===== config.mk =====
export PLATFORM = sky130hd
export DESIGN_NAME = script_token_lexer_flat
export DESIGN_NICKNAME = d
export VERILOG_FILES = /design/src/sv/stl_pkg.sv /design/src/sv/stl_if.sv /design/src/sv/script_token_lexer.sv /design/src/sv/stl_core.sv /design/src/sv/stl_out_queue.sv /design/src/flat_wrapper.sv
export SDC_FILE = /design/constraint.sdc
export NUM_CORES = 1
export LEC_CHECK = 0
export BUFFER_PORTS_ARGS = -buffer_cell sky130_fd_sc_hd__buf_2
export CAP_MARGIN = 30
export CORE_MARGIN = 1.5
export CORE_UTILIZATION = 50
export DETAILED_ROUTE_END_ITERATION = 6
export PLACE_DENSITY = 0.73
export SLEW_MARGIN = 15
export SYNTH_ARGS = -nofsm -noshare
export SYNTH_HDL_FRONTEND = slang
export SYNTH_SLANG_ARGS = --single-unit

===== constraint.sdc =====
create_clock -name i_clk -period 13.7 [get_ports i_clk]
set_input_delay 2.74 -clock i_clk [delete_from_list [all_inputs] [get_ports i_clk]]
set_output_delay 2.74 -clock i_clk [all_outputs]
set_load 0.05 [all_outputs]

===== src/sv/stl_pkg.sv =====
`timescale 1ns / 1ps
// stl_pkg: token kind codes, character codes, operator and keyword tables
// and the push control struct shared by the lexer modules
// depends on nothing
package stl_pkg;

    // token kinds; 0..9 are the operators in table order
    localparam logic [4:0] KIND_EOF      = 5'd10;
    localparam logic [4:0] KIND_NEWLINE  = 5'd11;
    localparam logic [4:0] KIND_STRING   = 5'd12;
    localparam logic [4:0] KIND_INTEGER  = 5'd13;
    localparam logic [4:0] KIND_IDENT    = 5'd14;
    localparam logic [4:0] KIND_KEYWORD0 = 5'd15;
    localparam logic [4:0] KIND_ERROR    = 5'd24;

    localparam logic [7:0] CH_NUL   = 8'h00;
    localparam logic [7:0] CH_NL    = 8'h0A;
    localparam logic [7:0] CH_CR    = 8'h0D;
    localparam logic [7:0] CH_SPACE = 8'h20;
    localparam logic [7:0] CH_QUOTE = 8'h22;
    localparam logic [7:0] CH_MINUS = 8'h2D;

    localparam int NUM_OPS      = 10;
    localparam int NUM_KEYWORDS = 9;
    localparam int KW_TEXT_LEN  = 6;

    localparam logic [7:0] OP_CHARS [NUM_OPS] = '{
        8'h2B, 8'h2D, 8'h2A, 8'h2F, 8'h3D, 8'h2C, 8'h28, 8'h29, 8'h3C, 8'h3E
    };

    // keyword spellings, zero padded
    localparam logic [7:0] KW_TEXT [NUM_KEYWORDS][KW_TEXT_LEN] = '{
        '{"i", "f", 8'h00, 8'h00, 8'h00, 8'h00},
        '{"e", "l", "s", "e", 8'h00, 8'h00},
        '{"f", "o", "r", 8'h00, 8'h00, 8'h00},
        '{"w", "h", "i", "l", "e", 8'h00},
        '{"g", "e", "t", 8'h00, 8'h00, 8'h00},
        '{"p", "o", "s", "t", 8'h00, 8'h00},
        '{"p", "u", "t", 8'h00, 8'h00, 8'h00},
        '{"d", "e", "l", "e", "t", "e"},
        '{"p", "r", "i", "n", "t", 8'h00}
    };

    localparam logic [2:0] KW_LEN [NUM_KEYWORDS] = '{
        3'd2, 3'd4, 3'd3, 3'd5, 3'd3, 3'd4, 3'd3, 3'd6, 3'd5
    };

    typedef struct packed {
        logic push0;
        logic push1;
    } t_push_ctl;

    function automatic logic is_digit(input logic [7:0] c);
        return (c >= "0") && (c <= "9");
    endfunction

    function automatic logic is_ident_start(input logic [7:0] c);
        return ((c >= "a") && (c <= "z")) || ((c >= "A") && (c <= "Z")) || (c == "_");
    endfunction

endpackage


===== src/sv/stl_if.sv =====
`timescale 1ns / 1ps
// stl_byte_if and stl_token_if: valid/ready channels for source bytes and tokens
// depends on nothing
interface stl_byte_if;
    logic       valid;
    logic       ready;
    logic [7:0] char_in;

    modport source (output valid, output char_in, input ready);
    modport sink (input valid, input char_in, output ready);
endinterface

interface stl_token_if #(
    parameter int LENGTH_BITS = 16
);
    logic                   valid;
    logic                   ready;
    logic [4:0]             token_kind;
    logic [31:0]            start_offset;
    logic [LENGTH_BITS-1:0] token_length;
    logic                   last_of_run;

    modport source (output valid, output token_kind, output start_offset,
                    output token_length, output last_of_run, input ready);
    modport sink (input valid, input token_kind, input start_offset,
                  input token_length, input last_of_run, output ready);
endinterface


===== src/sv/script_token_lexer.sv =====
`timescale 1ns / 1ps
// script_token_lexer: byte-stream tokenizer, top level
// a byte is registered when it is accepted; once its tokens fit they are
//   written to the output queue behind any words still waiting there
// throughput: one byte per cycle; the queue drains one word per cycle of ready, so a byte
//   stalls only while the queue has no room for its tokens (two-token bytes add backlog)
module script_token_lexer #(
    parameter int KEYWORD_MAX_LEN = 6,
    parameter int LENGTH_BITS     = 16
) (
    input  logic       i_clk,
    input  logic       i_rst_n,
    stl_byte_if.sink   i_char,
    stl_token_if.source o_token
);
    import stl_pkg::*;

    // reset: synchronous, active low; clears scan mode, position and queue occupancy

    // token word: kind, start offset, length, last-of-run flag
    localparam int TOKEN_W = 5 + 32 + LENGTH_BITS + 1;

    t_push_ctl          w_push;
    logic [TOKEN_W-1:0] w_tok0;
    logic [TOKEN_W-1:0] w_tok1;
    logic [1:0]         w_free;
    logic [TOKEN_W-1:0] w_head;

    // scan state, keyword prefix and the per-byte lexer step
    stl_core #(
        .KEYWORD_MAX_LEN (KEYWORD_MAX_LEN),
        .LENGTH_BITS     (LENGTH_BITS)
    ) u_core (
        .i_clk     (i_clk),
        .i_rst_n   (i_rst_n),
        .i_valid   (i_char.valid),
        .i_char_in (i_char.char_in),
        .o_ready   (i_char.ready),
        .i_free    (w_free),
        .o_push    (w_push),
        .o_tok0    (w_tok0),
        .o_tok1    (w_tok1)
    );

    // result register pair; a byte only steps when its tokens fit
    stl_out_queue #(
        .WIDTH (TOKEN_W)
    ) u_queue (
        .i_clk   (i_clk),
        .i_rst_n (i_rst_n),
        .i_push  (w_push),
        .i_data0 (w_tok0),
        .i_data1 (w_tok1),
        .o_free  (w_free),
        .o_valid (o_token.valid),
        .i_ready (o_token.ready),
        .o_data  (w_head)
    );

    // unpack the head word
    assign o_token.token_kind   = w_head[TOKEN_W-1 -: 5];
    assign o_token.start_offset = w_head[LENGTH_BITS+32 : LENGTH_BITS+1];
    assign o_token.token_length = w_head[LENGTH_BITS : 1];
    assign o_token.last_of_run  = w_head[0];

`ifndef NO_ASSERTIONS
    // queue is empty right after reset
    a_reset_empty: assert property (@(posedge i_clk)
        !i_rst_n |=> !o_token.valid)
        else $error("token queue not empty after reset");

    // a second token is only pushed together with a first one
    a_push_order: assert property (@(posedge i_clk) disable iff (!i_rst_n)
        w_push.push1 |-> w_push.push0)
        else $error("second token pushed without first");

    // the rest of a run is already queued when its first word leaves
    a_run_whole: assert property (@(posedge i_clk) disable iff (!i_rst_n)
        o_token.valid && o_token.ready && !o_token.last_of_run |=> o_token.valid)
        else $error("token run split by a gap");

    // end of file always closes its run and is one byte long
    a_eof_last: assert property (@(posedge i_clk) disable iff (!i_rst_n)
        o_token.valid && (o_token.token_kind == KIND_EOF) |->
            o_token.last_of_run && (o_token.token_length == LENGTH_BITS'(1)))
        else $error("malformed end-of-file token");
`endif

endmodule


===== src/sv/stl_core.sv =====
`timescale 1ns / 1ps
// stl_core: input byte register, scan state and the one-byte lexer step
// depends on stl_pkg
module stl_core #(
    parameter int KEYWORD_MAX_LEN = 6,
    parameter int LENGTH_BITS     = 16,
    localparam int TOKEN_W        = 5 + 32 + LENGTH_BITS + 1
) (
    input  logic                 i_clk,
    input  logic                 i_rst_n,
    input  logic                 i_valid,
    input  logic [7:0]           i_char_in,
    output logic                 o_ready,
    input  logic [1:0]           i_free,
    output stl_pkg::t_push_ctl   o_push,
    output logic [TOKEN_W-1:0]   o_tok0,
    output logic [TOKEN_W-1:0]   o_tok1
);
    import stl_pkg::*;

    typedef enum logic [2:0] {
        MODE_IDLE,
        MODE_NUM,
        MODE_IDENT,
        MODE_STR,
        MODE_SWALLOW
    } t_mode;

    localparam logic [LENGTH_BITS-1:0] LEN_MAX = {LENGTH_BITS{1'b1}};
    localparam logic [LENGTH_BITS-1:0] LEN_ONE = LENGTH_BITS'(1);
    localparam logic [LENGTH_BITS-1:0] LEN_TWO = LENGTH_BITS'(2);

    logic                   r_in_valid;
    logic [7:0]             r_in_byte;
    t_mode                  r_mode, n_mode;
    logic [31:0]            r_pstart, n_pstart;
    logic [LENGTH_BITS-1:0] r_plen, n_plen;
    logic [31:0]            r_pos, n_pos;
    logic [7:0]             r_prefix [KEYWORD_MAX_LEN];

    logic [7:0] c;
    assign c = r_in_byte;

    // byte handling in idle mode
    logic                   e_valid;
    logic [4:0]             e_kind;
    logic [LENGTH_BITS-1:0] e_len;
    t_mode                  e_mode;
    logic                   e_open;
    logic                   e_restart;
    logic                   op_hit;
    logic [4:0]             op_kind;

    always_comb begin
        op_hit  = 1'b0;
        op_kind = 5'd0;
        for (int i = 0; i < NUM_OPS; i++) begin
            if (c == OP_CHARS[i]) begin
                op_hit  = 1'b1;
                op_kind = 5'(i);
            end
        end
    end

    always_comb begin
        e_valid   = 1'b0;
        e_kind    = KIND_ERROR;
        e_len     = LEN_ONE;
        e_mode    = MODE_IDLE;
        e_open    = 1'b0;
        e_restart = 1'b0;
        priority if (c == CH_SPACE) begin
            e_valid = 1'b0;
        end else if (op_hit) begin
            e_valid = 1'b1;
            e_kind  = op_kind;
        end else if (c == CH_NUL) begin
            e_valid   = 1'b1;
            e_kind    = KIND_EOF;
            e_restart = 1'b1;
        end else if (c == CH_NL) begin
            e_valid = 1'b1;
            e_kind  = KIND_NEWLINE;
        end else if (c == CH_CR) begin
            e_valid = 1'b1;
            e_kind  = KIND_NEWLINE;
            e_len   = LEN_TWO;
            e_mode  = MODE_SWALLOW;
        end else if (c == CH_QUOTE) begin
            e_mode = MODE_STR;
            e_open = 1'b1;
        end else if (is_digit(c)) begin
            e_mode = MODE_NUM;
            e_open = 1'b1;
        end else if (is_ident_start(c)) begin
            e_mode = MODE_IDENT;
            e_open = 1'b1;
        end else begin
            e_valid = 1'b1;
        end
    end

    // keyword lookup on the stored prefix
    logic [4:0] kw_kind;
    logic       kw_match;

    always_comb begin
        kw_kind = KIND_IDENT;
        for (int i = NUM_KEYWORDS - 1; i >= 0; i--) begin
            kw_match = (r_plen == LENGTH_BITS'(KW_LEN[i]));
            for (int j = 0; j < KW_TEXT_LEN; j++) begin
                kw_match = kw_match && (r_prefix[j] == KW_TEXT[i][j]);
            end
            for (int j = KW_TEXT_LEN; j < KEYWORD_MAX_LEN; j++) begin
                kw_match = kw_match && (r_prefix[j] == CH_NUL);
            end
            if (kw_match) begin
                kw_kind = KIND_KEYWORD0 + 5'(i);
            end
        end
    end

    logic [LENGTH_BITS-1:0] grown;
    assign grown = (r_plen == LEN_MAX) ? r_plen : r_plen + LEN_ONE;

    // main step
    logic                   f_valid;
    logic [4:0]             f_kind;
    logic [LENGTH_BITS-1:0] f_len;
    logic                   use_e;
    logic                   pfx_wr;
    logic                   pfx_init;
    logic                   restart;

    always_comb begin
        f_valid  = 1'b0;
        f_kind   = KIND_INTEGER;
        f_len    = r_plen;
        use_e    = 1'b0;
        pfx_wr   = 1'b0;
        n_mode   = r_mode;
        n_pstart = r_pstart;
        n_plen   = r_plen;
        unique case (r_mode)
            MODE_NUM: begin
                if (is_digit(c) || (c == CH_MINUS)) begin
                    n_plen = grown;
                end else begin
                    f_valid = 1'b1;
                    use_e   = 1'b1;
                end
            end
            MODE_IDENT: begin
                if (is_ident_start(c) || is_digit(c)) begin
                    n_plen = grown;
                    pfx_wr = 1'b1;
                end else begin
                    f_valid = 1'b1;
                    f_kind  = kw_kind;
                    use_e   = 1'b1;
                end
            end
            MODE_STR: begin
                if (c == CH_NUL) begin
                    f_valid = 1'b1;
                    f_kind  = KIND_ERROR;
                    use_e   = 1'b1;
                end else begin
                    n_plen = grown;
                    if (c == CH_QUOTE) begin
                        f_valid = 1'b1;
                        f_kind  = KIND_STRING;
                        f_len   = grown;
                        n_mode  = MODE_IDLE;
                    end
                end
            end
            MODE_SWALLOW: begin
                n_mode = MODE_IDLE;
                use_e  = (c == CH_NUL);
            end
            default: begin
                use_e = 1'b1;
            end
        endcase
        if (use_e) begin
            n_mode = e_mode;
            if (e_open) begin
                n_pstart = r_pos;
                n_plen   = LEN_ONE;
            end
        end
        pfx_init = use_e && e_open && (e_mode == MODE_IDENT);
        restart  = use_e && e_restart;
    end

    assign n_pos = restart ? 32'd0 : r_pos + 32'd1;

    // output tokens and flow control
    logic       second;
    logic [1:0] ntok;
    logic       fire;

    assign second = f_valid && use_e && e_valid;
    assign ntok   = 2'(f_valid) + 2'(use_e && e_valid);
    assign fire   = r_in_valid && (ntok <= i_free);

    assign o_ready = !r_in_valid || fire;

    assign o_tok0 = f_valid ? {f_kind, r_pstart, f_len, !second}
                            : {e_kind, r_pos, e_len, 1'b1};
    assign o_tok1 = {e_kind, r_pos, e_len, 1'b1};

    assign o_push.push0 = fire && (ntok != 2'd0);
    assign o_push.push1 = fire && (ntok == 2'd2);

    always_ff @(posedge i_clk) begin
        if (!i_rst_n) begin
            r_in_valid <= 1'b0;
            r_mode     <= MODE_IDLE;
            r_pstart   <= 32'd0;
            r_plen     <= '0;
            r_pos      <= 32'd0;
        end else begin
            if (i_valid && o_ready) begin
                r_in_valid <= 1'b1;
            end else if (fire) begin
                r_in_valid <= 1'b0;
            end
            if (fire) begin
                r_mode   <= n_mode;
                r_pstart <= n_pstart;
                r_plen   <= n_plen;
                r_pos    <= n_pos;
            end
        end
    end

    always_ff @(posedge i_clk) begin
        if (i_valid && o_ready) begin
            r_in_byte <= i_char_in;
        end
        if (fire) begin
            if (pfx_init) begin
                for (int j = 0; j < KEYWORD_MAX_LEN; j++) begin
                    r_prefix[j] <= (j == 0) ? c : CH_NUL;
                end
            end else if (pfx_wr) begin
                for (int j = 0; j < KEYWORD_MAX_LEN; j++) begin
                    if (r_plen == LENGTH_BITS'(j)) begin
                        r_prefix[j] <= c;
                    end
                end
            end
        end
    end

endmodule


===== src/sv/stl_out_queue.sv =====
`timescale 1ns / 1ps
// stl_out_queue: two-entry token queue, up to two pushes and one pop per cycle
// depends on stl_pkg
module stl_out_queue #(
    parameter int WIDTH = 54
) (
    input  logic               i_clk,
    input  logic               i_rst_n,
    input  stl_pkg::t_push_ctl i_push,
    input  logic [WIDTH-1:0]   i_data0,
    input  logic [WIDTH-1:0]   i_data1,
    output logic [1:0]         o_free,
    output logic               o_valid,
    input  logic               i_ready,
    output logic [WIDTH-1:0]   o_data
);
    import stl_pkg::*;

    localparam logic [1:0] DEPTH = 2'd2;

    logic [1:0]       r_cnt, n_cnt, cnt_s;
    logic [WIDTH-1:0] r_q0, r_q1, n_q0, n_q1;
    logic             pop;

    assign pop    = (r_cnt != 2'd0) && i_ready;
    assign cnt_s  = r_cnt - {1'b0, pop};
    assign o_free = DEPTH - cnt_s;
    assign n_cnt  = cnt_s + 2'(i_push.push0) + 2'(i_push.push1);

    always_comb begin
        n_q0 = pop ? r_q1 : r_q0;
        n_q1 = r_q1;
        if (i_push.push0) begin
            if (cnt_s == 2'd0) begin
                n_q0 = i_data0;
            end else begin
                n_q1 = i_data0;
            end
        end
        if (i_push.push1) begin
            n_q1 = i_data1;
        end
    end

    always_ff @(posedge i_clk) begin
        if (!i_rst_n) begin
            r_cnt <= 2'd0;
        end else begin
            r_cnt <= n_cnt;
        end
    end

    always_ff @(posedge i_clk) begin
        r_q0 <= n_q0;
        r_q1 <= n_q1;
    end

    assign o_valid = (r_cnt != 2'd0);
    assign o_data  = r_q0;

endmodule


===== src/flat_wrapper.sv =====
// flat-port wrapper written by rule: the top's interface ports become plain ports
module script_token_lexer_flat import stl_pkg::*;
#(
    parameter int KEYWORD_MAX_LEN = 6,
    parameter int LENGTH_BITS     = 16
)
  (i_clk, i_rst_n, i_char_valid, i_char_char_in, i_char_ready, o_token_valid, o_token_token_kind, o_token_start_offset, o_token_token_length, o_token_last_of_run, o_token_ready);
  stl_byte_if i_char_i ();
  stl_token_if #(.LENGTH_BITS(LENGTH_BITS)) o_token_i ();
  input  logic i_clk;
  input  logic i_rst_n;
  input wire logic [$bits(i_char_i.valid)-1:0] i_char_valid;
  input wire logic [$bits(i_char_i.char_in)-1:0] i_char_char_in;
  output wire logic [$bits(i_char_i.ready)-1:0] i_char_ready;
  output wire logic [$bits(o_token_i.valid)-1:0] o_token_valid;
  output wire logic [$bits(o_token_i.token_kind)-1:0] o_token_token_kind;
  output wire logic [$bits(o_token_i.start_offset)-1:0] o_token_start_offset;
  output wire logic [$bits(o_token_i.token_length)-1:0] o_token_token_length;
  output wire logic [$bits(o_token_i.last_of_run)-1:0] o_token_last_of_run;
  input wire logic [$bits(o_token_i.ready)-1:0] o_token_ready;
  assign i_char_i.valid = i_char_valid;
  assign i_char_i.char_in = i_char_char_in;
  assign i_char_ready = i_char_i.ready;
  assign o_token_valid = o_token_i.valid;
  assign o_token_token_kind = o_token_i.token_kind;
  assign o_token_start_offset = o_token_i.start_offset;
  assign o_token_token_length = o_token_i.token_length;
  assign o_token_last_of_run = o_token_i.last_of_run;
  assign o_token_i.ready = o_token_ready;
  script_token_lexer #(.KEYWORD_MAX_LEN(KEYWORD_MAX_LEN), .LENGTH_BITS(LENGTH_BITS)) u_core (.i_clk(i_clk), .i_rst_n(i_rst_n), .i_char(i_char_i), .o_token(o_token_i));
endmodule

==> run metrics, run 1 <==
die area 0.0256 mm^2; syn_area_per_cell 9.75 um^2; min Tclk post-route 8.44 ns; Yosys Warn Count 0; largest family of logic cells by synthesized area simple AND/OR/NAND/NOR gates; CP Data Arrival Time 5.70 ns; status complete, no violations; GRT Overall Usage 0.226; Critical Path Sink Type primary output; Slowest-stage cell, CP buf_4; pwr/cell area between 150 and 200 mW/mm^2; Cell variety after synth 91; clock latency on the worst-skew pair 0.54 ns; # DRC 0; FF+latch count, synth 250; vias roughly 9.5k; final cycle utilization of the critical path 0.616; DR pass1 iterations 5; Mapped Area between 0.01 and 0.015 mm^2; antenna violations before repair 0; Clock Skew between 0.02 and 0.025 ns; critical path's top delay family buffers and inverters; ant diodes 0; # IOs about 70; Crit Path Max Fanout 55; nets@finish 1317; top post-synthesis cells by area edfxtp_1, dfxtp_1, nand2_1; Synth async-reset ratio 0; Worst setup SP type input pin; chip height roughly 160 um; Synth Area in Compound Gates 0.130; DRT Wirelength 29200 um; CTS tree built; EDFF count, synth 109; setup TNS 0 ns; mux share of post-synthesis cell area 0.0770; Slew HR 0.359; HPWL after DPL 19800 um; Max Slew Vio Count 0; worst hold path depth 2; vias in the first global route 8849; RD Place Congestion 0.902; Worst R2R Path Depth 13; Peak VDD IR a little over 0.0002 V; Tightest Hold Check Type flop to flop; Critical Path Most Common Cell ha_1; Worst-path clk slew 0.06 ns; critical path cell sequence buf_2, nand2_2, buf_4, inv_1, ha_1, xnor2_1, ha_1, ha_1, nor2b_1, o21ai_1, inv_1, nand2_1, buf_2; DR iter-0 viols 806; final hold vios 0; Post-Syn Instances 1266; final design area excluding fillers 0.0136 mm^2; largest area contributor in the synthesized netlist edfxtp_1; Starting Density 0.509; largest net degree at the start of global routing 86; ys flop type dfxtp_1; Pleak 5.08 nW; RSZ-0062 raised after global routing no; placed cell areas 0.0128 mm^2; Worst path depth 13; Synth Area in XOR/XNOR 0.0277; H-tree depth 1; sequential share of the synthesized area 0.494; Worst-Margin Slew 0.954 ns; commonest non-fill, non-tap cell in the layout nand2_1; Area Overhead vs Synth 10.3%; WS Path Type input pin to primary output; floorplan core area 0.0242 mm^2; post-CTS setup repair buffer count 0; Root Buffer clkbuf_16; # rows 57; share of Yosys cell area claimed by the top area cell type 0.265; Post-DRT Antenna Nets 0; clock sinks between 200 and 300; Post-CTS Resized 0; Required @ worst endpoint between 10 and 15 ns; Die X 160 um; Synth Area in Adders 0.0118; Crit path largest cell delay approximately 0.61 ns; WL/cell 17.8 um; Fmax achieved approximately 0.12 GHz; first-pass GRT wire length 47000 um; Congestion Overflow GR 0; number of vias per cell roughly 5.8; most frequent cells in the layout nand2_1, dfxtp_1, edfxtp_1, nor2_1, a21oi_1; Clock Tree Buf Depth 3; share of layout cells above drive strength 1 0.154; simple-gate share of the synthesized area 0.221; CTS buffer count 27; hold_buf cts 0; Max-cap violations 0; CP bufs+invs 5; port buffer count 67; number of setup violations in the final report 0
synthesized netlist by cell type, drive strengths merged (5+ instances only):
library cell	number
nor2b	11
nand2	188
or3	9
a22o	30
ha	10
nor2	93
a31oi	9
nor3	29
edfxtp	109
xor2	20
and2	13
dfxtp	141
clkbuf	52
nand3	41
nand2b	6
and3	40
o21ai	80
and4	8
nor3b	5
mux2i	44
o22ai	6
a21oi	69
nor4	23
mux2	45
nand4	27
xnor2	19
a22oi	6
inv	24
or4	7
buf	30
power breakdown:
part | internal, W | switching (W)
Sequential | 0.000906 | 0.0000733
Clock | 0.000390 | 0.000290
Combinational | 0.000242 | 0.000619
Total | 0.00154 | 0.000983
state kept, by name, summed over array words and instances, names as in the netlist:
| name | cells |
|---|---|
| u_core.u_core.r_mode | 3 |
| u_core.u_queue.o_data | 54 |
| u_core.u_core.r_pos | 32 |
| u_core.u_core.r_prefix | 48 |
| u_core.u_core.r_plen | 16 |
| u_core.u_core.r_in_valid | 1 |
| u_core.u_core.r_pstart | 32 |
| u_core.u_queue.r_q1 | 54 |
| u_core.u_queue.r_cnt | 2 |
| u_core.u_core.c | 8 |
routing by layer:
| metal | GRT usage | vias up | wire, um | part of all wire |
|---|---|---|---|---|
| li1 | - | 4685 | - | - |
| met1 | 0.309 | 4518 | 13100 | 0.45 |
| met2 | 0.366 | 287 | 13400 | 0.46 |
| met3 | 0.0423 | 47 | 2080 | 0.071 |
| met4 | 0.0680 | 0 | 654 | 0.022 |
| met5 | 0 | - | 0 | 0 |
final timing paths:
kind,from,endpoint,slack [ns]
hold / removal,u_core.u_core.r_pstart[31]$_SDFFE_PN0P_,u_core.u_core.r_pstart[31]$_SDFFE_PN0P_,0.45
setup reg to reg,u_core.u_core.c[2]$_DFFE_PP_,u_core.u_queue.r_q1[42]$_DFFE_PP_,7.69
hold reg to reg,u_core.u_core.r_pstart[31]$_SDFFE_PN0P_,u_core.u_core.r_pstart[31]$_SDFFE_PN0P_,0.45
setup / recovery,o_token_ready,i_char_ready,5.26
final cells by class:
class                   instances  area, um^2
clock inverters                11        91.3
clock buffers                  39         731
flip-flops and latches        250        6100
repair buffers                 77         405
fillers                      2135       10600
multi-input cells             914        5800
inverters                      24        90.1
well taps                     324         405
cells by family after synthesis:
logic type      count (synthesis)
other cells                     1
fa+ha+maj                      11
mux                            89
buf+inv                       106
flops                         250
xor+xnor                       39
compound gates                244
simple gates                  526
worst min-delay path, stage by stage, from the launching register on:
cell	delay [ns]
dfxtp_1	0.30
nand2_1	0.05
a21oi_1	0.05
stage by stage:
stage	hold slack, ns	worst slack [ns]	std cells	utilization	power, W
6_report	0.453	5.26	1639	0.562	0.00252
5_1_grt	0.476	4.97	1639	0.562	0.00264
4_1_cts	0.456	5.30	1637	0.561	0.00254
3_5_place_dp	0.443	5.36	1587	0.527	0.00186
3_3_place_gp	0.426	5.43	1587	0.527	0.00184
2_1_floorplan	0.411	5.70	1270	-	0.00166
No activity file was read; power rests on OpenSTA's default activity.
==> run 2, diff against run 1 <==
--- a/config.mk
+++ b/config.mk
@@ -10,7 +10,7 @@
 export CORE_MARGIN = 1.5
 export CORE_UTILIZATION = 50
 export DETAILED_ROUTE_END_ITERATION = 6
-export PLACE_DENSITY = 0.73
+export PLACE_DENSITY = 0.76
 export SLEW_MARGIN = 15
 export SYNTH_ARGS = -nofsm -noshare
 export SYNTH_HDL_FRONTEND = slang
==> constraint.sdc (replaced) <==
create_clock -name i_clk -period 7.7 [get_ports i_clk]
set_input_delay 1.54 -clock i_clk [delete_from_list [all_inputs] [get_ports i_clk]]
set_output_delay 1.54 -clock i_clk [all_outputs]
set_load 0.05 [all_outputs]
==> run 2 against run 1 <==
Sequential share of layout area down 0.12 points. First-iteration DRC count rose by 30%. Clock power up 82%. Non-clock buffer count is 1 lower. Worst setup slack got worse by 3.2 ns. Combinational power grew 79%. Global-route usage rose by 0.25 points. Utilization up 0.15 points. Worst hold slack worse by 0.0030 ns. Routed wire length is 2.2% higher. Count of clock-buffer cells in the layout grew 1. Highest routed layer unchanged.
==> run metrics, run 2 (same netlist as run 1, synthesis figures left out) <==
RSZ-0062 raised after global routing no; commonest non-fill, non-tap cell in the layout nand2_1; final cycle utilization of the critical path 0.731; Clk network pwr share 0.273 (+0.003); setup TNS 0 ns (unchanged); Sequential Power Share 0.386 (-0.003); Max Slew Vio Count 0 (unchanged); Pleak 5.10 nW (+0.36%); Worst-path clk slew 0.07 ns (about the same); pwr/cell area 331 mW/mm^2 (+79%); HPWL after DPL 20200 um (+2.3%); Tightest Hold Check Type flop to flop; CP Data Arrival Time 4.09 ns (-1.61 ns); switching pwr 0.00175 W (+78%); area of the multi-input gates 0.00580 mm^2 (unchanged); most frequent cells in the layout nand2_1, dfxtp_1, edfxtp_1, nor2_1, a21oi_1; DRT Wirelength 29800 um (+2.2%); Critical Path Sink Type primary output; port buffer count 67 (unchanged); antenna violations before repair 0 (unchanged); CTS tree built; # rows 57 (unchanged); Post-CTS Resized 0 (unchanged); Clock Tree Buf Depth 3 (unchanged); floorplan core area 0.0242 mm^2 (unchanged); number of setup violations in the final report 0 (unchanged); Worst-Margin Slew 1.03 ns (+0.0737 ns); largest net degree at the start of global routing 67 (-22%); Slew HR 0.306 (-0.0529); Area Overhead vs Synth 10.6%; Peak VDD IR 0.000272 V (+33%); chip height 160 um (unchanged); final worst slack 2.07 ns (-3.20 ns); Clock Skew 0.0257 ns (+0.00482 ns); # fillers 2109 (-1.2%); WL/cell 18.2 um (+2.2%); clock sinks 250 (unchanged); Die X 160 um (unchanged); vias in the first global route 8796 (-0.60%); share of layout cells above drive strength 1 0.155 (+0.000879); status complete, no violations; first-pass GRT wire length 47300 um (+0.64%); # IOs 68 (unchanged); DR iter-0 viols 1047 (+30%); Worst R2R Path Depth 15 (+2); Required @ worst endpoint 6.16 ns (-4.80 ns); WS Path Type flop to primary output; RD Place Congestion 0.944 (+4.7%); hold_buf cts 0 (unchanged); Internal 0.00277 W (+80%); Congestion Overflow GR 0 (unchanged); Post-DRT Antenna Nets 0 (unchanged); ant diodes 0 (unchanged); Max-cap violations 0 (unchanged); min Tclk post-route 5.63 ns; Crit Path Max Fanout 23 (-58%); Starting Density 0.509 (unchanged); nets@finish 1316 (-0.076%); switching part of the total 0.388 (-0.00177); Worst setup SP type flop; Root Buffer clkbuf_16; worst hold path depth 1 (-1); flip-flop and latch area 0.00610 mm^2 (unchanged); Fmax achieved around 0.18 GHz; die area 0.0256 mm^2 (unchanged); # DRC 0 (unchanged); post-CTS setup repair buffer count 0 (unchanged); GRT Overall Usage 0.229 (+0.00245); DR pass1 iterations 6 (+1); vias 9602 (+0.68%); number of vias per cell 5.86 (+0.74%); clock latency on the worst-skew pair 0.54 ns (about the same); H-tree depth 1 (unchanged); combinational group share of total power 0.341 (about the same); final hold vios 0 (unchanged); DP Worst Slack 1.64 ns (-3.72 ns); CTS buffer count 27 (unchanged)
## run 2: cell types whose count changed in the layout (fill, tap and decap cells not counted), sizes merged
cell,change
clkbuf,-1
buf,+1
inv,-1
clkinvlp,-1
clkinv,+1
## run 2: metrics by stage
stage	util	hold WS (ns)	instances	power [W]	instance area, um^2
after floorplan	-	0.411	1270	0.00296	12400
after global routing	0.563	0.481	1638	0.00473	13700
after detailed placement	0.527	0.435	1587	0.00330	12800
after CTS	0.562	0.454	1637	0.00453	13600
after global placement	0.527	0.425	1587	0.00327	12800
final	0.563	0.450	1638	0.00452	13700
## run 2: final cells by class
type	instances	share of cell area
Tap cell	324	0.0297
Clock inverter	10	0.00641
Inverter	24	0.00660
Timing Repair Buffer	76	0.0310
Clock buffer	40	0.0553
Sequential cell	250	0.446
Multi-Input combinational cell	914	0.425
## run 2: final timing paths
check | to | slack [ns] | start
worst max-delay path | i_char_ready | 2.07 | u_core.u_core.c[2]$_DFFE_PP_
worst min-delay path | u_core.u_queue.r_q1[0]$_SDFFE_PP1P_ | 0.45 | u_core.u_queue.r_q1[0]$_SDFFE_PP1P_
worst max register to register | u_core.u_queue.r_q1[23]$_DFFE_PP_ | 2.12 | u_core.u_core.c[2]$_DFFE_PP_
worst min register to register | u_core.u_queue.r_q1[0]$_SDFFE_PP1P_ | 0.45 | u_core.u_queue.r_q1[0]$_SDFFE_PP1P_
## run 2: worst max-delay path, cell delays in order (launching register included)
cell and delay (ns):
edfxtp_1 0.67, and4b_1 0.34, o311ai_2 0.46, o211ai_1 0.28, nand2_1 0.28, o21ai_0 0.15
ha_1 0.30, inv_1 0.04, ha_1 0.26, nand2_1 0.05, o21ai_1 0.19, inv_1 0.15
nand2_1 0.11, buf_2 0.27
## run 2: routing by layer
| layer | track usage | share of wire | vias to the layer above |
|---|---|---|---|
| met2 | 0.372 | 0.46 | 327 |
| met5 | 0 | 0 | - |
| met1 | 0.320 | 0.46 | 4565 |
| li1 | - | - | 4657 |
| met4 | 0.0607 | 0.020 | 0 |
| met3 | 0.0332 | 0.059 | 53 |
## run 2: power groups by stage
stage	clock network (W)	logic [W]	registers, W
3_3_place_gp	0	0.00150	0.00177
4_1_cts	0.00125	0.00153	0.00175
2_1_floorplan	0	0.000774	0.00219
6_report	0.00124	0.00154	0.00174
3_5_place_dp	0	0.00152	0.00178
5_1_grt	0.00131	0.00165	0.00177
==> run 3, diff against run 2 <==
--- a/config.mk
+++ b/config.mk
@@ -5,12 +5,13 @@
 export SDC_FILE = /design/constraint.sdc
 export NUM_CORES = 1
 export LEC_CHECK = 0
+export ABC_AREA = 1
 export BUFFER_PORTS_ARGS = -buffer_cell sky130_fd_sc_hd__buf_2
 export CAP_MARGIN = 30
 export CORE_MARGIN = 1.5
 export CORE_UTILIZATION = 50
 export DETAILED_ROUTE_END_ITERATION = 6
-export PLACE_DENSITY = 0.76
+export PLACE_DENSITY = 0.73
 export SLEW_MARGIN = 15
 export SYNTH_ARGS = -nofsm -noshare
 export SYNTH_HDL_FRONTEND = slang
==> constraint.sdc (replaced) <==
create_clock -name i_clk -period 5.2 [get_ports i_clk]
set_input_delay 1.04 -clock i_clk [delete_from_list [all_inputs] [get_ports i_clk]]
set_output_delay 1.04 -clock i_clk [all_outputs]
set_load 0.05 [all_outputs]
==> run 3 against run 2 <==
Power is 76% higher. Via count increased by 29%. Utilization shrank 0.32 points. Final cell count grew 38%. Combinational power grew 110%. Worst setup slack got worse by 1.7 ns. Critical path type unchanged. Register-to-register slack worse by 1.4 ns. Die area grew 10%. Count of clock-buffer cells in the layout decreased by 7. Largest power group is now combinational cells.
==> run metrics, run 3 <==
Slowest-stage cell, CP o211ai_1; Commonest cells post-synth nand2_1, nor2_1, inv_1; Clk network pwr share 0.247 (-0.026); min Tclk post-route 4.79 ns; number of vias per cell 5.46 (-6.8%); Clock Skew 0.0257 ns (-0.0000304 ns); combinational group share of total power 0.413 (+0.072); Slew HR 0.447 (+0.141); Area Overhead vs Synth 10.2%; Worst-path clk slew 0.06 ns (about the same); status complete, no violations; Cell variety after synth 54 (-41%); final hold vios 0 (unchanged); DRT Wirelength 35300 um (+18%); setup TNS 0 ns (unchanged); chip height 168 um (+4.9%); Worst R2R Path Depth 24 (+9); Tightest Hold Check Type flop to flop; Crit Path Max Fanout 15 (-35%); Internal 0.00447 W (+61%); Post-CTS Resized 0 (unchanged); FF-to-FF End u_core.u_core.r_pos[14]$_SDFFE_PN0P_; Congestion Overflow GR 0 (unchanged); Root Buffer clkbuf_16; # DRC 0 (unchanged); largest area contributor in the synthesized netlist edfxtp_1; Post-Syn Instances 1863 (+47%); final core utilization 0.560 (-0.00316); port buffer count 67 (unchanged); DR iter-0 viols 1173 (+12%); GRT Overall Usage 0.249 (+0.0205); CP bufs+invs 4 (+1); Crit path largest cell delay 0.54 ns (-0.13 ns); CP Data Arrival Time 3.75 ns (-0.34 ns); # IOs 68 (unchanged); Clock Tree Buf Depth 3 (unchanged); Die X 168 um (+4.9%); switching pwr 0.00350 W (+99%); number of setup violations in the final report 0 (unchanged); hold path endpoint u_core.u_queue.r_q1[0]$_SDFFE_PP1P_; Worst setup SP type flop; floorplan core area 0.0268 mm^2 (+11%); vias in the first global route 11.2k (+27%); nets@finish 1923 (+46%); most frequent cell after synthesis nand2_1; Worst-Margin Slew 0.827 ns (-0.201 ns); share of layout cells above drive strength 1 0.0963 (-0.0589); H-tree depth 1 (unchanged); top post-synthesis cells by area edfxtp_1, dfxtp_1, nand2_1; reg2reg setup slack 0.74 ns (-1.38 ns); Yosys Warn Count 0 (unchanged); FF+latch count, synth 250 (unchanged); Pleak 6.11 nW (+20%); commonest non-fill, non-tap cell in the layout nand2_1; worst reg2reg startpoint u_core.u_core.c[4]$_DFFE_PP_; ys flop type dfxtp_1; Peak VDD IR 0.000324 V (+19%); EDFF count, synth 109 (unchanged); layer with the highest usage met2; GRT met1 Usage 0.368 (+0.0480); switching part of the total 0.439 (+0.0511); RSZ-0062 raised after global routing no; grt met3 use 0.0367 (+0.00342); # fillers 2468 (+17%); RD Place Congestion 0.958 (+1.5%); HPWL after DPL 25400 um (+26%); worst hold path depth 2 (+1); clock sinks 250 (unchanged); hold_buf cts 0 (unchanged); WS Path Type flop to primary output; CTS buffer count 27 (unchanged); most frequent cells in the layout nand2_1, nor2_1, inv_1, nand3_1, dfxtp_1; first-pass GRT wire length 57200 um (+21%); WL/cell 15.6 um (-14%); Required @ worst endpoint 4.16 ns (-2.00 ns); critical path's top delay family simple AND/OR/NAND/NOR gates; DR pass1 iterations 6 (unchanged); sequential share of the synthesized area 0.448 (-0.0460); # rows 60 (+5.3%); syn_area_per_cell 7.31 um^2 (-25%); Mapped Area 0.0136 mm^2 (+10%); vias 12.4k (+29%); Post-DRT Antenna Nets 0 (unchanged); pwr/cell area 531 mW/mm^2 (+60%); Max Slew Vio Count 0 (unchanged); final cycle utilization of the critical path 0.922; antenna violations before repair 1 (+1); Max-cap violations 0 (unchanged); Sequential Power Share 0.340 (-0.046); post-CTS setup repair buffer count 0 (unchanged); die area 0.0282 mm^2 (+10%); Starting Density 0.508 (-0.00120); critical path cell sequence inv_1, nand3_2, nor2_8, inv_4, nor2_1, a21oi_1, nand3_4, nand2_1, ha_1, inv_1, ha_1, nor2_1, o211ai_1, buf_2; largest net degree at the start of global routing 66 (-1.5%); Fmax achieved 0.209 GHz; CTS tree built; Synth async-reset ratio 0 (unchanged); GR Util met2 0.377 (+0.00524); Critical Path Sink Type primary output; share of Yosys cell area claimed by the top area cell type 0.240 (-0.0247); Hold Path Origin u_core.u_queue.r_q1[0]$_SDFFE_PP1P_; clock latency on the worst-skew pair 0.56 ns (+0.02 ns)
## run 3: cell types whose count changed after synthesis, sizes merged, moves of 26 or more
cell	delta
a22o	-26
and3	-39
inv	+174
mux2	-45
mux2i	-44
nand2	+346
nand3	+119
nor2	+140
o21ai	+58
## run 3: area by class of cell
class / count / area, um^2 / share of cell area
timing repair buffer: 80 / 470 / 0.0313
inverter: 200 / 761 / 0.0507
clock inverter: 17 / 176 / 0.0118
antenna: 1 / 2.50 / 0.000167
tap: 341 / 427 / 0.0284
multi-input combinational: 1341 / 6330 / 0.422
clock buffer: 33 / 739 / 0.0493
sequential: 250 / 6100 / 0.406
## run 3: how the worst max path moves through the flow
stage | start | endpoint | depth (start not counted)
floorplan | o_token_ready | u_core.u_queue.r_q1[10]$_SDFFCE_PP0P_ | 16
global placement | o_token_ready | u_core.u_core.r_pos[14]$_SDFFE_PN0P_ | 21
detailed placement | o_token_ready | u_core.u_core.r_pos[14]$_SDFFE_PN0P_ | 21
CTS | u_core.u_core.c[4]$_DFFE_PP_ | i_char_ready | 14
global route | u_core.u_core.c[4]$_DFFE_PP_ | i_char_ready | 16
finish | u_core.u_core.c[4]$_DFFE_PP_ | i_char_ready | 14
## run 3: kinds of logic after synthesis
group / Yosys count / synth area share
and+or+nand+nor: 1029 / 0.327
buffers and inverters: 276 / 0.0886
AOI/OAI and AO/OA: 269 / 0.108
DFF: 250 / 0.448
xor gates and xnor gates: 27 / 0.0174
adders and majority gates: 11 / 0.0107
other: 1 / 0.000275
## run 3: power by group through the flow
stage | combinational (W) | clock (W) | sequential (W)
CTS | 0.00329 | 0.00199 | 0.00271
finish | 0.00329 | 0.00196 | 0.00271
floorplan | 0.00186 | 0 | 0.00347
detailed placement | 0.00327 | 0 | 0.00274
global route | 0.00360 | 0.00208 | 0.00274
global placement | 0.00322 | 0 | 0.00273
## run 3: tightest hold or removal path, stage by stage, from the launching register on
cell     delay [ns]
dfxtp_1        0.30
inv_1          0.05
nand3_1        0.07
## run 3: per-layer routing
layer | vias up | share of wire
li1 | 6174 | -
met1 | 5681 | 0.49
met2 | 441 | 0.42
met3 | 64 | 0.066
met4 | 0 | 0.026
met5 | - | 0
## run 3: per-stage QoR
step           area (um^2)  hold slack, ns  setup WS [ns]  std cells  total power, W
2_1_floorplan        13600           0.414          0.222       1867         0.00533
3_3_place_gp         14100           0.432          0.843       2211         0.00595
3_5_place_dp         14100           0.430          0.734       2212         0.00602
4_1_cts              15000           0.445          0.503       2262         0.00799
5_1_grt              15000           0.481          0.196       2262         0.00841
6_report             15000           0.445          0.406       2263         0.00796
